[config.mk]
export PLATFORM = sky130hd
export DESIGN_NAME = sic_cmd_fifo
export DESIGN_NICKNAME = d
export VERILOG_FILES = /design/src/sv/sic_pkg.sv /design/src/sv/sic_cmd_fifo.sv
export SDC_FILE = /design/constraint.sdc
export NUM_CORES = 1
export LEC_CHECK = 0
export ABC_AREA = 1
export BUFFER_PORTS_ARGS = -buffer_cell sky130_fd_sc_hd__buf_4
export CAP_MARGIN = 20
export CORE_MARGIN = 2
export CORE_UTILIZATION = 30
export CTS_CLUSTER_DIAMETER = 80
export DETAILED_ROUTE_END_ITERATION = 10
export HOLD_SLACK_MARGIN = 0.1
export PLACE_DENSITY = 0.51
export SETUP_SLACK_MARGIN = 0.1
export SLEW_MARGIN = 20
export SYNTH_ARGS = -nofsm -noshare
export SYNTH_HDL_FRONTEND = slang
export SYNTH_SLANG_ARGS = --single-unit
[constraint.sdc]
create_clock -name clk -period 5.8 [get_ports clk]
set_input_delay 1.74 -clock clk [delete_from_list [all_inputs] [get_ports clk]]
set_output_delay 1.74 -clock clk [all_outputs]
set_load 0.01 [all_outputs]
[src/sv/sic_pkg.sv]
// Shared types, constants and tap selection for the separable convolution.
// No dependencies.
package sic_pkg;

  localparam int COL_W  = 14;  // column fields sized for the widest supported row
  localparam int SLOT_W = 5;   // slot fields sized for the largest window
  localparam int ROW_W  = 16;
  localparam int VS_W   = 18;
  localparam int HS_W   = 28;
  localparam int TAP_W  = 16;
  localparam int ACC_W  = 48;
  localparam int COEF_W = 4 * 64;
  localparam int QDEPTH = 4;

  localparam logic FN_PIXEL = 1'b0;
  localparam logic FN_DRAIN = 1'b1;

  typedef enum logic [2:0] {
    CFG_WIDTH, CFG_HEIGHT, CFG_RADIUS, CFG_COEF0, CFG_COEF1, CFG_COEF2, CFG_COEF3
  } cfg_reg_t;

  typedef struct packed {
    logic [COL_W-1:0] wm1;
    logic [ROW_W-1:0] hm1;
    logic [2:0]       radius;
  } geom_t;

  typedef struct packed {
    logic                    drain;
    logic [7:0]              pixel;
    logic [COL_W-1:0]        x;
    logic [SLOT_W-1:0]       sx;
    logic [SLOT_W-1:0]       sy;
    logic [COL_W-1:0]        lo;
    logic [COL_W-1:0]        hi;
    logic                    has_cols;
    logic                    out_en;
    logic                    last;
    logic signed [VS_W-1:0]  vstart;
    logic [SLOT_W-1:0]       vslot;
  } cmd_t;

  typedef enum logic [2:0] {
    ST_IDLE, ST_HINIT, ST_HRUN, ST_HWB, ST_VINIT, ST_VRUN, ST_VOUT, ST_NEXT
  } back_state_t;

  function automatic logic signed [TAP_W-1:0] tap_sel(input logic [COEF_W-1:0] coefs,
                                                      input logic [3:0] idx);
    logic signed [TAP_W-1:0] v;
    v = '0;
    if (idx != 4'd15) v = coefs[idx*TAP_W +: TAP_W];
    return v;
  endfunction

endpackage

[src/sv/sic_cmd_fifo.sv]
// Short command queue between the front and back of the convolution.
// Depends on sic_pkg.
module sic_cmd_fifo (
  input  logic           clk,
  input  logic           rst,
  input  logic           push,
  input  sic_pkg::cmd_t  din,
  input  logic           pop,
  output sic_pkg::cmd_t  dout,
  output logic           not_empty,
  output logic           full
);
  import sic_pkg::*;

  localparam int AW = $clog2(QDEPTH);

  cmd_t            mem [QDEPTH];
  logic [AW-1:0]   wr_ptr, rd_ptr;
  logic [AW:0]     count;

  assign not_empty = count != '0;
  assign full      = count == (AW+1)'(QDEPTH);
  assign dout      = mem[rd_ptr];

  always_ff @(posedge clk) begin
    if (rst) begin
      wr_ptr <= '0;
      rd_ptr <= '0;
      count  <= '0;
    end else begin
      if (push) wr_ptr <= wr_ptr + 1'b1;
      if (pop) rd_ptr <= rd_ptr + 1'b1;
      if (push && !pop) count <= count + 1'b1;
      else if (pop && !push) count <= count - 1'b1;
    end
  end

  always_ff @(posedge clk) begin
    if (push) mem[wr_ptr] <= din;
  end

endmodule

==> flow_metrics.py <==
metrics = {
    "global_routing": {
        "antenna_found_initial": 0,
        "grt_pass1_vias": 7744,
        "grt_first_pass_wirelength_um": 45660,
        "grt_overflow_total": 0,
        "grtUsageTotal_pct": 12.83,
        "grt_max_degree": 175,
    },
    "synthesis": {
        "yosysUniqueCellTypes": 22,
        "synth-simple-area-share_pct": 5.490,
        "synth-seq-area-share_pct": 79.60,
        "synth_area_per_cell_um2": 14.84,
        "yosys-mux-area-fraction_pct": 0,
        "syn_area_um2": 13360,
        "synthAdderAreaFrac_pct": 0.6183,
        "synth_flop_cell": "edfxtp_1",
        "yosys.area.top_type_share_pct": 78.25,
        "ys_warn_count": 0,
        "synth-xor-area-share_pct": 0.06558,
        "synth_edf_count": 348,
        "netlist_instances": 900,
        "synth-compound-area-share_pct": 10.90,
        "synth_top_family_by_area": "compound AO/OA/AOI/OAI gates",
        "synth_fp_nets": 997,
        "yosysTopAreaCell": "edfxtp_1",
        "async_flop_share_pct": 0,
        "ys_ff_latch": 357,
        "yosys-top-cells-area": "edfxtp_1 (78%), nor2_1 (5.1%), o22ai_1 (4.1%), o21ai_0 (3.6%), o21ai_1 (3.1%)",
    },
    "critical_path": {
        "path_max_fanout": 44,
        "worstRegToRegCells": 5,
        "cp.required_ns": 4.06,
        "critPathMaxStageDelay_ns": 0.69,
        "cp-start-kind": "flip-flop",
        "cp-end-kind": "primary output",
        "crit_arrival_ns": 2.56,
        "slowest_stage": "dfxtp_4",
        "crit_end": "dout[54]",
        "reg2reg_slack_ns": 3.63,
        "critPathKind": "reg2out",
        "crit_chain": "clkinv_2, buf_4, o21ai_1, o22ai_1, buf_4",
        "crit_top_cell": "buf_4",
        "r2r_end": "mem[0][47]$_DFFE_PP_",
        "r2r-start": "wr_ptr[0]$_SDFFE_PP0P_",
    },
    "final_layout": {
        "areaGrowthSynthToFinish_pct": 22.78,
        "multi_input_area_um2": 2280,
        "fin_nets": 1175,
        "n_fill_cell": 4263,
        "seq_area_um2": 10640,
        "stdcell_count": 1697,
        "finish.instance_area_um2": 16400,
        "diodes": 0,
        "drive_above_1_share_pct": 22.81,
    },
    "floorplan": {
        "core_region_area_um2": 44120,
        "die_h_um": 215.0,
        "die_area_um2": 46220,
        "ios": 180,
        "start_util_pct": 30.27,
        "row_count": 77,
        "die-width_um": 215.0,
    },
    "clock_network": {
        "cts_tree": "yes",
        "cts_root_buffer": "clkbuf_16",
        "cts_made_buffers": 40,
        "cts_buffer_depth": 3,
        "path_clk_slew_ns": 0.06,
        "post-cts-setup-buffers": 0,
        "cts_hold_buf": 0,
        "cts.sinks": 357,
        "clock_insertion_delay_worst_skew_ns": 0.53,
        "cts_resized": 0,
        "h-tree-depth": 2,
    },
    "route": {
        "viasPerCell": 4.665,
        "wl_um": 30280,
        "vias": 7916,
        "wl_per_cell_um": 17.84,
        "ant_nets": 0,
        "drc": 0,
        "first_pass_iters": 5,
        "drt-initial-drc-count": 534,
    },
    "timing": {
        "setup_tns_ns": 0,
        "drv_slew": 0,
        "rsz0062_at_grt": "no",
        "setup-violations-final": 0,
        "max_freq_mhz": 232.6,
        "maxSlewHeadroom_pct": 34.73,
        "period_minus_slack_ns": 4.299,
        "hold_viol": 0,
        "worst-slew-pin-transition_ns": 0.9791,
        "fin_crit_sh_pct": 74.13,
        "finalClockSkew_ns": 0.01155,
    },
    "min_path": {
        "hold_path_class": "reg2reg",
        "holdPathStages": 1,
    },
    "power": {
        "leakage_nw": 5.637,
        "total_power_mw": 5.871,
        "power_density_nw_per_um2": 358.0,
        "ir_worst_vdd_v": 0.0002338,
    },
    "place": {
        "hpwl_um": 16390,
        "portBuffers": 179,
        "dp.cells": 1628,
        "placed_cell_area_um2": 15200,
        "gp_congestion": 0.6949,
    },
    "run_status": {
        "outcome": "finished, final reports clean",
    },
    "flow_run": {
        "drv_cap": 0,
    },
}
cells in the final DEF (no fill, tap or decap), drive strengths merged:
cell      count
a21oi         3
buf         192
bufinv        1
clkbuf       56
clkinv        9
clkinvlp      4
dfxtp         9
edfxtp      348
fa            1
ha            5
inv          16
nand2        10
nand3         1
nand4         1
nor2        181
nor3          1
o21ai       179
o22ai        87
xor2          1
flip-flops by register name, indices dropped and copies added (netlist names), named ones only:
register	count
count	3
mem	348
wr_ptr	2
rd_ptr	2
cells in the mapped netlist, types with 9 or more instances:
master	instances
edfxtp_1	348
nor2_1	181
o21ai_0	97
o22ai_1	87
o21ai_1	82
inv_1	15
buf_4	14
clkbuf_1	14
buf_6	13
nand2_1	10
buf_2	9
dfxtp_1	9
worst max-delay path, delay by kind of cell, from the launching register on:
family          cells  cell delay, ns
compound gates      2            0.28
flops               1            0.69
buf+inv             3            1.01
worst min path at each step:
stage                      startpoint        end  slack [ns]
2_1_floorplan  rd_ptr[1]$_SDFFE_PP0P_  flip-flop        0.41
3_3_place_gp   rd_ptr[1]$_SDFFE_PP0P_  flip-flop        0.42
3_5_place_dp   rd_ptr[1]$_SDFFE_PP0P_  flip-flop        0.42
4_1_cts        rd_ptr[1]$_SDFFE_PP0P_  flip-flop        0.44
5_1_grt        rd_ptr[1]$_SDFFE_PP0P_  flip-flop        0.46
6_report       rd_ptr[1]$_SDFFE_PP0P_  flip-flop        0.43
per-stage QoR:
step,utilization (%),setup WS [ns],hold WS (ns)
after floorplan,-,1.902,0.4115
after global placement,34.46,1.985,0.4185
after detailed placement,34.46,2.004,0.4243
after CTS,37.16,1.411,0.4351
after global routing,37.16,1.294,0.4585
final,37.16,1.501,0.4295
area by class of cell:
type,instances,area share [%]
clock buffers,56,6.662
inverters,17,0.4884
clock inverters,13,0.6105
multi-input cells,470,13.90
flip-flops and latches,357,64.88
well taps,592,4.517
repair buffers,192,8.943
layer usage:
layer	part of all wire, %	global-route usage [%]	vias up
met4	2.3	4.690	0
li1	-	-	3745
met3	5.7	3.171	45
met5	0	0	-
met1	46	17.09	3932
met2	46	20.37	194
report_power, final:
group | internal, mW | switching (mW)
clock network | 1.36 | 0.958
registers | 2.95 | 0.0309
logic | 0.228 | 0.348
total | 4.53 | 1.34
cells by family after synthesis:
family                     Yosys count
buffers and inverters               73
adders and majority gates            6
AOI/OAI and AO/OA                  269
and+or+nand+nor                    194
DFF                                357
xor gates and xnor gates             1
Note: power is estimated with default switching activity, not from simulation.
