[src/sv/sic_pkg.sv]
// Shared types, constants and tap selection for the separable convolution.
// No dependencies.
package sic_pkg;

  localparam int COL_W  = 14;  // column fields sized for the widest supported row
  localparam int SLOT_W = 5;   // slot fields sized for the largest window
  localparam int ROW_W  = 16;
  localparam int VS_W   = 18;
  localparam int HS_W   = 28;
  localparam int TAP_W  = 16;
  localparam int ACC_W  = 48;
  localparam int COEF_W = 4 * 64;
  localparam int QDEPTH = 4;

  localparam logic FN_PIXEL = 1'b0;
  localparam logic FN_DRAIN = 1'b1;

  typedef enum logic [2:0] {
    CFG_WIDTH, CFG_HEIGHT, CFG_RADIUS, CFG_COEF0, CFG_COEF1, CFG_COEF2, CFG_COEF3
  } cfg_reg_t;

  typedef struct packed {
    logic [COL_W-1:0] wm1;
    logic [ROW_W-1:0] hm1;
    logic [2:0]       radius;
  } geom_t;

  typedef struct packed {
    logic                    drain;
    logic [7:0]              pixel;
    logic [COL_W-1:0]        x;
    logic [SLOT_W-1:0]       sx;
    logic [SLOT_W-1:0]       sy;
    logic [COL_W-1:0]        lo;
    logic [COL_W-1:0]        hi;
    logic                    has_cols;
    logic                    out_en;
    logic                    last;
    logic signed [VS_W-1:0]  vstart;
    logic [SLOT_W-1:0]       vslot;
  } cmd_t;

  typedef enum logic [2:0] {
    ST_IDLE, ST_HINIT, ST_HRUN, ST_HWB, ST_VINIT, ST_VRUN, ST_VOUT, ST_NEXT
  } back_state_t;

  function automatic logic signed [TAP_W-1:0] tap_sel(input logic [COEF_W-1:0] coefs,
                                                      input logic [3:0] idx);
    logic signed [TAP_W-1:0] v;
    v = '0;
    if (idx != 4'd15) v = coefs[idx*TAP_W +: TAP_W];
    return v;
  endfunction

endpackage

[src/sv/sic_front.sv]
// Front end: accepts transactions, tracks frame position, issues commands.
// Depends on sic_pkg.
module sic_front #(
  parameter int MAX_WIDTH  = 4096,
  parameter int MAX_RADIUS = 7
) (
  input  logic           clk,
  input  logic           rst,
  input  logic           restart,
  input  sic_pkg::geom_t geom,
  input  logic           in_accept,
  input  logic           func,
  input  logic [7:0]     pixel_in,
  output logic           push,
  output sic_pkg::cmd_t  cmd
);
  import sic_pkg::*;

  localparam int WIN  = 2 * MAX_RADIUS + 1;
  localparam int XW   = $clog2(MAX_WIDTH);
  localparam int SLW  = $clog2(WIN);
  localparam int SO_W = SLW + 2;

  logic [XW-1:0]  x, dcol;
  logic [SLW-1:0] sx, sy;
  logic [ROW_W-1:0] y;
  logic [2:0]     drow;

  logic [2:0]     r, rows;
  logic [XW-1:0]  wm1, xmr;
  logic           draining, rowend, x_ge_r, h_lt_r, pix_ok, drain_ok, drain_last;
  logic signed [SO_W-1:0] r_s, soff, sdiff;
  logic [SLW-1:0] vslot_fix;
  logic signed [VS_W-1:0] vstart;

  always_comb begin
    r        = geom.radius;
    wm1      = geom.wm1[XW-1:0];
    draining = y > geom.hm1;
    rowend   = x == wm1;
    x_ge_r   = {1'b0, x} >= (XW+1)'(r);
    xmr      = x - XW'(r);
    h_lt_r   = ({1'b0, geom.hm1} + 17'd1) < 17'(r);
    rows     = h_lt_r ? geom.hm1[2:0] + 3'd1 : r;
    pix_ok   = !draining;
    drain_ok = draining && (r != 3'd0);
    drain_last = (drow == rows - 3'd1) && (dcol == wm1);
    r_s      = $signed(SO_W'(r));

    if (func == FN_PIXEL) begin
      soff   = -(r_s + r_s);
      vstart = $signed(VS_W'(y)) - $signed(VS_W'({r, 1'b0}));
    end else begin
      soff   = $signed(SO_W'(drow)) - $signed(SO_W'(rows)) - r_s;
      vstart = $signed(VS_W'(geom.hm1)) + 18'sd1 - $signed(VS_W'(rows))
             + $signed(VS_W'(drow)) - $signed(VS_W'(r));
    end
    sdiff     = $signed(SO_W'(sy)) + soff;
    vslot_fix = (sdiff < 0) ? SLW'(sdiff + $signed(SO_W'(WIN))) : SLW'(sdiff);

    cmd        = '0;
    cmd.drain  = func == FN_DRAIN;
    cmd.pixel  = pixel_in;
    cmd.x      = COL_W'(x);
    cmd.sx     = SLOT_W'(sx);
    cmd.sy     = SLOT_W'(sy);
    cmd.vstart = vstart;
    cmd.vslot  = (vstart < 0) ? '0 : SLOT_W'(vslot_fix);
    if (func == FN_PIXEL) begin
      cmd.lo       = COL_W'(rowend ? (x_ge_r ? xmr : '0) : xmr);
      cmd.hi       = COL_W'(rowend ? x : xmr);
      cmd.has_cols = rowend || x_ge_r;
      cmd.out_en   = y >= ROW_W'(r);
      cmd.last     = (r == 3'd0) && (y == geom.hm1) && rowend;
    end else begin
      cmd.lo       = COL_W'(dcol);
      cmd.hi       = COL_W'(dcol);
      cmd.has_cols = 1'b1;
      cmd.out_en   = 1'b1;
      cmd.last     = drain_last;
    end
    push = in_accept && ((func == FN_PIXEL) ? pix_ok : drain_ok);
  end

  always_ff @(posedge clk) begin
    if (rst || restart) begin
      x <= '0; sx <= '0; y <= '0; sy <= '0; drow <= '0; dcol <= '0;
    end else if (in_accept) begin
      if (func == FN_PIXEL && pix_ok) begin
        if (rowend) begin
          x  <= '0;
          sx <= '0;
          if ((r == 3'd0) && (y == geom.hm1)) begin
            y  <= '0;
            sy <= '0;
          end else begin
            y  <= y + 1'b1;
            sy <= (sy == SLW'(WIN - 1)) ? '0 : sy + 1'b1;
          end
        end else begin
          x  <= x + 1'b1;
          sx <= (sx == SLW'(WIN - 1)) ? '0 : sx + 1'b1;
        end
      end else if (func == FN_DRAIN && drain_ok) begin
        if (drain_last) begin
          x <= '0; sx <= '0; y <= '0; sy <= '0; drow <= '0; dcol <= '0;
        end else if (dcol == wm1) begin
          dcol <= '0;
          drow <= drow + 1'b1;
        end else begin
          dcol <= dcol + 1'b1;
        end
      end
    end
  end

endmodule

[config.mk]
export PLATFORM = sky130hd
export DESIGN_NAME = sic_front
export DESIGN_NICKNAME = d
export VERILOG_FILES = /design/src/sv/sic_pkg.sv /design/src/sv/sic_front.sv
export SDC_FILE = /design/constraint.sdc
export NUM_CORES = 1
export LEC_CHECK = 0
export BUFFER_PORTS_ARGS = -buffer_cell sky130_fd_sc_hd__buf_2
export CAP_MARGIN = 30
export CORE_AREA = 2 2 89 177
export DETAILED_ROUTE_END_ITERATION = 10
export DIE_AREA = 0 0 91 179
export GPL_ROUTABILITY_DRIVEN = 0
export PLACE_DENSITY = 0.66
export SLEW_MARGIN = 20
export SYNTH_ARGS = -nofsm -noshare
export SYNTH_HDL_FRONTEND = slang
export SYNTH_SLANG_ARGS = --single-unit
export TNS_END_PERCENT = 5
[constraint.sdc]
create_clock -name clk -period 10.1 [get_ports clk]
set_input_delay 2.02 -clock clk [delete_from_list [all_inputs] [get_ports clk]]
set_output_delay 2.02 -clock clk [all_outputs]
set_load 0.02 [all_outputs]
==> results of run 1 <==
area by class of cell:
class | instances | area (sq um) | area share [%]
Clock buffer | 5 | 125.1 | 1.703
Sequential cell | 51 | 1021 | 13.89
Timing Repair Buffer | 114 | 598.1 | 8.139
Multi-Input combinational cell | 693 | 5112 | 69.57
Tap cell | 198 | 247.7 | 3.371
Clock inverter | 3 | 22.52 | 0.3065
Inverter | 59 | 221.5 | 3.014
sequential cells by signal, indices dropped and copies added (netlist names):
register  cells
dcol         12
sx            4
sy            4
y            16
x            12
drow          3
cells by family after synthesis:
group,after synthesis,share of synthesized area [%]
simple gates,277,22.41
compound gates,211,21.27
buf+inv,120,8.300
xor+xnor,98,12.97
fa+ha+maj,92,18.64
flops,51,15.43
mux,6,0.9265
other cells,1,0.05667
layout by cell type (no fill, tap or decap), drive strengths merged, types with 9 or more instances in the layout:
cell / synthesis / final
nand3: 26 / 26
dfxtp: 51 / 51
or3: 14 / 14
xor2: 36 / 36
buf: 32 / 114
ha: 81 / 81
a21oi: 60 / 60
nor2: 63 / 63
inv: 59 / 60
fa: 11 / 11
nand4: 19 / 19
a311oi: 18 / 18
nand2: 53 / 53
o21ai: 61 / 61
and3: 23 / 23
nand2b: 20 / 20
nor3: 23 / 23
conb: 1 / 9
xnor2: 62 / 62
nor4: 13 / 13
a21o: 15 / 15
metal layers:
metal | track usage, % | wire (microns)
met4 | 7.197 | 465
met5 | 0 | 0
met2 | 37.25 | 8661
met1 | 27.92 | 8054
met3 | 2.186 | 567
how the worst max path moves through the flow:
stage | end | slack (ns) | cells after the start
after detailed placement | cmd[1] | 0.19 | 24
final | cmd[1] | 0.45 | 25
after global placement | cmd[1] | 0.19 | 24
after global routing | cmd[1] | 0.02 | 25
after floorplan | cmd[0] | 0.64 | 19
after CTS | cmd[1] | 0.17 | 24
Yosys cell counts (5+ instances only):
library cell and n:
a211oi_1 5, a21o_1 14, a21oi_1 59, a311oi_1 12
a311oi_2 5, a31oi_1 7, and3_1 22, buf_4 23
clkbuf_1 29, dfxtp_1 51, fa_1 11, ha_1 81
inv_1 58, mux2i_1 5, nand2_1 53, nand2b_1 20
nand3_1 25, nand3b_1 5, nand4_1 16, nor2_1 63
nor3_1 20, nor4_1 11, o211ai_1 5, o21ai_0 42
o21ai_1 18, o31ai_1 7, or3_1 13, xnor2_1 62
xor2_1 36
metrics by stage:
stage | worst slack [ns] | cell area (sq um) | total power [mW] | hold slack [ns] | util [%]
after global placement | 0.1913 | 7156 | 0.4344 | 0.4832 | 47.53
after floorplan | 0.6448 | 6648 | 0.3773 | 0.5069 | -
after detailed placement | 0.1900 | 7156 | 0.4374 | 0.4956 | 47.53
final | 0.4494 | 7348 | 0.6186 | 0.5108 | 48.81
after global routing | 0.02034 | 7348 | 0.6524 | 0.5457 | 48.81
after CTS | 0.1706 | 7303 | 0.6171 | 0.5146 | 48.51
power groups by stage:
stage / clock [mW] / combinational (mW) / sequential, mW
6_report: 0.179 / 0.238 / 0.202
5_1_grt: 0.188 / 0.263 / 0.202
4_1_cts: 0.182 / 0.233 / 0.201
3_5_place_dp: 0 / 0.231 / 0.206
3_3_place_gp: 0 / 0.228 / 0.206
2_1_floorplan: 0 / 0.171 / 0.206
worst max-delay path, stage by stage:
cell and delay (ns):
buf_2 0.16, ha_1 0.32, ha_1 0.28, a21o_1 0.17, a2111oi_2 0.42, o2111ai_1 0.22, nor3_1 0.18, buf_4 0.17
nand2_1 0.05, o21ai_0 0.18, ha_1 0.34, fa_1 0.57, inv_1 0.06, ha_1 0.30, a21o_1 0.23, a311oi_4 0.35
a211oi_1 0.16, o31ai_2 0.36, o21ai_0 0.17, o21ai_0 0.21, a21boi_0 0.14, o21ai_1 0.17, buf_4 0.18, a211oi_1 0.06
buf_2 0.16
timing repair:
action / CTS / global route
hold buffers: 0 / 0
setup buffers: 0 / 0
resized for setup: 0 / 4
endpoints found under the setup margin: 0 / 6
==> run metrics, run 1 <==
crit-path max FO 8; Total Neg Setup Slack 0 ns; CTS buffer count 5; CP Launch Point geom[3]; first-pass GRT wire length between 20 and 30 mm; top-area cell type share of the netlist area between 10% and 20%; HP Class reg2reg; mapped cell area 6618 sq um; Post-Syn Instances roughly 860; area grow syn2layout 11.04%; vias per cell ~5.5; Synth area leaders dfxtp_1 (15%), ha_1 (15%), xnor2_1 (8.2%), xor2_1 (4.8%), a21oi_1 (4.5%); period utilisation layout a little over nine tenths; Post-synth EDFFs 0; total leakage power around 3.3 nW; Worst Path Required just over 8 ns; Rows 64; maximum vdd drop 60.67 uV; Final Non-Filler Cells 1123; vias in the first global route roughly 6000; number of hold violations in the final report 0; pwr dens 84.18 nW/um^2; I/O Pins 134; DIE AREA roughly 16000 sq um; CTS tree yes; initial antenna violation count 0; Chip Height 179 microns; Total GRT Usage between 20 and 25%; synth warn 0; hold endpoint sx[3]$_SDFFE_PP0P_; post-synthesis cell type count between 70 and 80; Avg WL per Cell between 15 and 20 microns; r2r setup slk approximately 6.7 ns; gr ovfl total 0; critical path startpoint category input port; outcome completed; Reg clk slew, reported paths ~0.08 ns; Die X 91 microns; Clock Power Share between 20% and 30%; Comb power frac around two fifths; Worst EP arrival ~7.6 ns; core area 15050 sq um; Worst Setup End Kind output port; pin count of the biggest net entering global routing 42; CTS sink cnt between 50 and 60; Sw Ratio ~38%; worst-margin pin slew between 0.7 and 0.8 ns; post-synthesis register bit count between 50 and 60; FFs w/ async S/R, synth 0%; Final ANT Viol Nets 0; max-cap violation count 0; reg-to-reg endpoint x[10]$_SDFFE_PP0P_; diode count 0; Reg2Reg Depth 9; share of layout cells above drive strength 1 ~17%; Rel. slew slack 46.34%; Placed Cells between 1000 and 1500; # setup viols final 0; reg-to-reg critical path startpoint y[12]$_SDFFE_PP0P_; WHS Path Cells 1; via count 6223; top_reg_cell synth dfxtp_1; CP Class in2out; number of I/O port buffers roughly 110; Clock Path Buffers 2; fillcell total ~1500; Power Internal about 0.38 mW; WL final 17.75 mm; sequential area share after synthesis roughly 15%; DRT Pass-1 Iters 4; final setup skew about 0.0077 ns; syn_area_per_cell 7.731 sq um; FMAX around 100 MHz; worst skew pair latency ~0.30 ns; unrepaired setup endpoints after global routing false; Min Clock Period, post-route just under 10 ns; Initial Utilization a little over two fifths; Iter 0 DRT Violations between 200 and 300; H-Tree Depth 2; Slew Viols, Final 0; Switch Pwr between 0.2 and 0.25 mW; DRC violations left 0; Clock Root Buffer clkbuf_16; Worst Hold Launch sx[3]$_SDFFE_PP0P_; Detail Placement HPWL ~14 mm; Nets 1062; dominant cell type by area after synthesis dfxtp_1; Seq pwr share 32.6%
No activity file was read; power rests on OpenSTA's default activity.
==> run 2, diff against run 1 <==
--- a/config.mk
+++ b/config.mk
@@ -8,6 +8,7 @@
 export BUFFER_PORTS_ARGS = -buffer_cell sky130_fd_sc_hd__buf_2
 export CAP_MARGIN = 30
 export CORE_AREA = 2 2 89 177
+export CTS_BUF_LIST = sky130_fd_sc_hd__clkbuf_4
 export DETAILED_ROUTE_END_ITERATION = 10
 export DIE_AREA = 0 0 91 179
 export GPL_ROUTABILITY_DRIVEN = 0
==> constraint.sdc (replaced) <==
create_clock -name clk -period 10.4 [get_ports clk]
set_input_delay 2.08 -clock clk [delete_from_list [all_inputs] [get_ports clk]]
set_output_delay 2.08 -clock clk [all_outputs]
set_load 0.02 [all_outputs]
==> run 2 against run 1 <==
Effect of this change: clock skew increased by 0.0088 ns; count of clock-buffer cells in the layout increased by 1; sequential share of layout area grew 0.13 points; die area unchanged; register-to-register slack better by 0.29 ns; critical path type unchanged; critical endpoint unchanged; highest routed layer unchanged.
==> run metrics, run 2 (same netlist as run 1, synthesis figures left out) <==
Clock Root Buffer clkbuf_4; Most flops, register y; r2r setup slk 7.01 ns; CP Class in2out; Initial Utilization between 40% and 50%; CTS sink cnt 51; CTS tree yes; core area ~15000 sq um; Worst Path Required about 8.3 ns; Total Neg Setup Slack 0 ns; I/O Pins about 130; vias per cell between 5 and 6; initial antenna violation count 1; Min Clock Period, post-route around 9.9 ns; dpl ws ~0.17 ns; Nets approximately 1100; pwr dens approximately 76 nW/um^2; max-cap violation count 0; area grow syn2layout 10.00%; Final Util 48.35%; critical path startpoint category input port; reg-to-reg endpoint x[10]$_SDFFE_PP0P_; Iter 0 DRT Violations 263; pin count of the biggest net entering global routing 64; share of layout cells above drive strength 1 approximately 17%; HP Class reg2reg; vias in the first global route ~6100; unrepaired setup endpoints after global routing false; DIE AREA roughly 16000 sq um; number of I/O port buffers between 100 and 150; outcome completed; via count around 6300; CTS buffer count 5; Worst EP arrival between 7 and 8 ns; Slew Viols, Final 0; worst setup margin approximately 0.53 ns; number of hold violations in the final report 0; DRT Pass-1 Iters 4; final setup skew 0.01654 ns; worst skew pair latency about 0.4 ns; fillcell total 1565; FMAX 101.3 MHz; Final Non-Filler Cells about 1100; register area 1021 sq um; Die X a little over 90 microns; # setup viols final 0; H-Tree Depth 2; Worst Hold Launch sx[3]$_SDFFE_PP0P_; Rows 64; Detail Placement HPWL roughly 14 mm; Top Registers y (16), dcol (12), x (12); Chip Height about 180 microns; Reg2Reg Depth 9; hold endpoint sx[3]$_SDFFE_PP0P_; first-pass GRT wire length just under 30 mm; total leakage power ~3.2 nW; gr ovfl total 0; maximum vdd drop approximately 54 uV; crit-path max FO 8; Total GRT Usage between 20% and 30%; multi-input logic area between 5000 and 6000 sq um; most frequent cells in the layout buf_2 (106), ha_1 (81), nor2_1 (63); number of flip-flops under the largest register name 16; WL final 17.81 mm; Clock Path Buffers 2; DRC violations left 0; period utilisation layout a little over nine tenths; WHS Path Cells 1; most common cell after layout, fill and taps aside buf_2; Avg WL per Cell ~16 microns; Final ANT Viol Nets 0; Placed Cells approximately 1100; Worst Setup End Kind output port; worst-margin pin slew approximately 0.84 ns; Rel. slew slack 43.75%; Reg clk slew, reported paths between 0.15 and 0.2 ns; Setup Buffers After CTS 0; reg-to-reg critical path startpoint y[12]$_SDFFE_PP0P_
[run 2: changes by cell type in the layout (fill, tap and decap cells not counted)]
cell	delta
clkinv_2	-1
mux2i_2	+1
clkbuf_16	-5
clkbuf_4	+6
bufinv_16	+1
diode_2	+1
clkinv_4	-1
mux2i_1	-1
a311oi_2	+1
o21ai_0	-1
o21ai_1	+1
a311oi_4	-1
[run 2: area by class of cell]
type | instances | area share (%)
Clock inverter | 2 | 0.5328
Inverter | 59 | 3.042
Antenna cell | 1 | 0.03438
Tap cell | 198 | 3.403
Clock buffer | 6 | 0.6188
Multi-Input combinational cell | 693 | 70.13
Sequential cell | 51 | 14.03
Timing Repair Buffer | 114 | 8.216
[run 2: where the power goes]
| part | internal [mW] | leakage [nW] | total, mW | switching (mW) |
|---|---|---|---|---|
| Clock | 0.0544 | 0.0463 | 0.125 | 0.0708 |
| Combinational | 0.0870 | 2.77 | 0.229 | 0.142 |
| Sequential | 0.196 | 0.411 | 0.196 | 0.000452 |
| Total | 0.337 | 3.23 | 0.551 | 0.214 |
[run 2: worst max-delay path by stage]
stage            start  endpoint  slack, ns  cells past startpoint
6_report       geom[3]    cmd[1]       0.53                     23
5_1_grt        geom[3]    cmd[1]       0.09                     23
4_1_cts        geom[3]    cmd[1]       0.15                     23
3_5_place_dp   geom[3]    cmd[1]       0.17                     23
3_3_place_gp   geom[3]    cmd[1]       0.28                     23
2_1_floorplan  geom[3]    cmd[0]       0.82                     19
[run 2: critical path, cell delays in order]
cell and delay, ns:
buf_2 0.16, ha_1 0.32, ha_1 0.28, a21o_1 0.17, a2111oi_2 0.43, o2111ai_1 0.22, nor3_1 0.18, buf_4 0.17
mux2i_2 0.32, fa_1 0.49, fa_1 0.40, ha_1 0.36, and2_1 0.20, a311oi_2 0.36, a211oi_1 0.18, o31ai_2 0.38
o21ai_0 0.19, o21ai_1 0.18, a21boi_0 0.14, o21ai_1 0.20, buf_4 0.18, a211oi_1 0.05, buf_2 0.16
[run 2: per-stage QoR]
step	instance area [sq um]	hold WS [ns]	power, mW
global route	7279	0.5540	0.5830
finish	7279	0.5376	0.5508
detailed placement	7156	0.5086	0.4252
floorplan	6648	0.5069	0.3664
CTS	7239	0.5448	0.5512
global placement	7156	0.4876	0.4218
[run 2: timing repair]
| item | 4_1_cts | 5_1_grt |
|---|---|---|
| hold buffers | 0 | 0 |
| endpoints found under the setup margin | 0 | 6 |
| gates resized for setup | 0 | 5 |
[run 2: layer usage]
layer | track usage (%) | share of wire (%) | vias to the layer above
met5 | 0 | 0 | -
met4 | 7.702 | 2.8 | 0
met3 | 2.060 | 3.5 | 32
met2 | 37.75 | 49 | 159
met1 | 27.47 | 44 | 2972
li1 | - | - | 3148
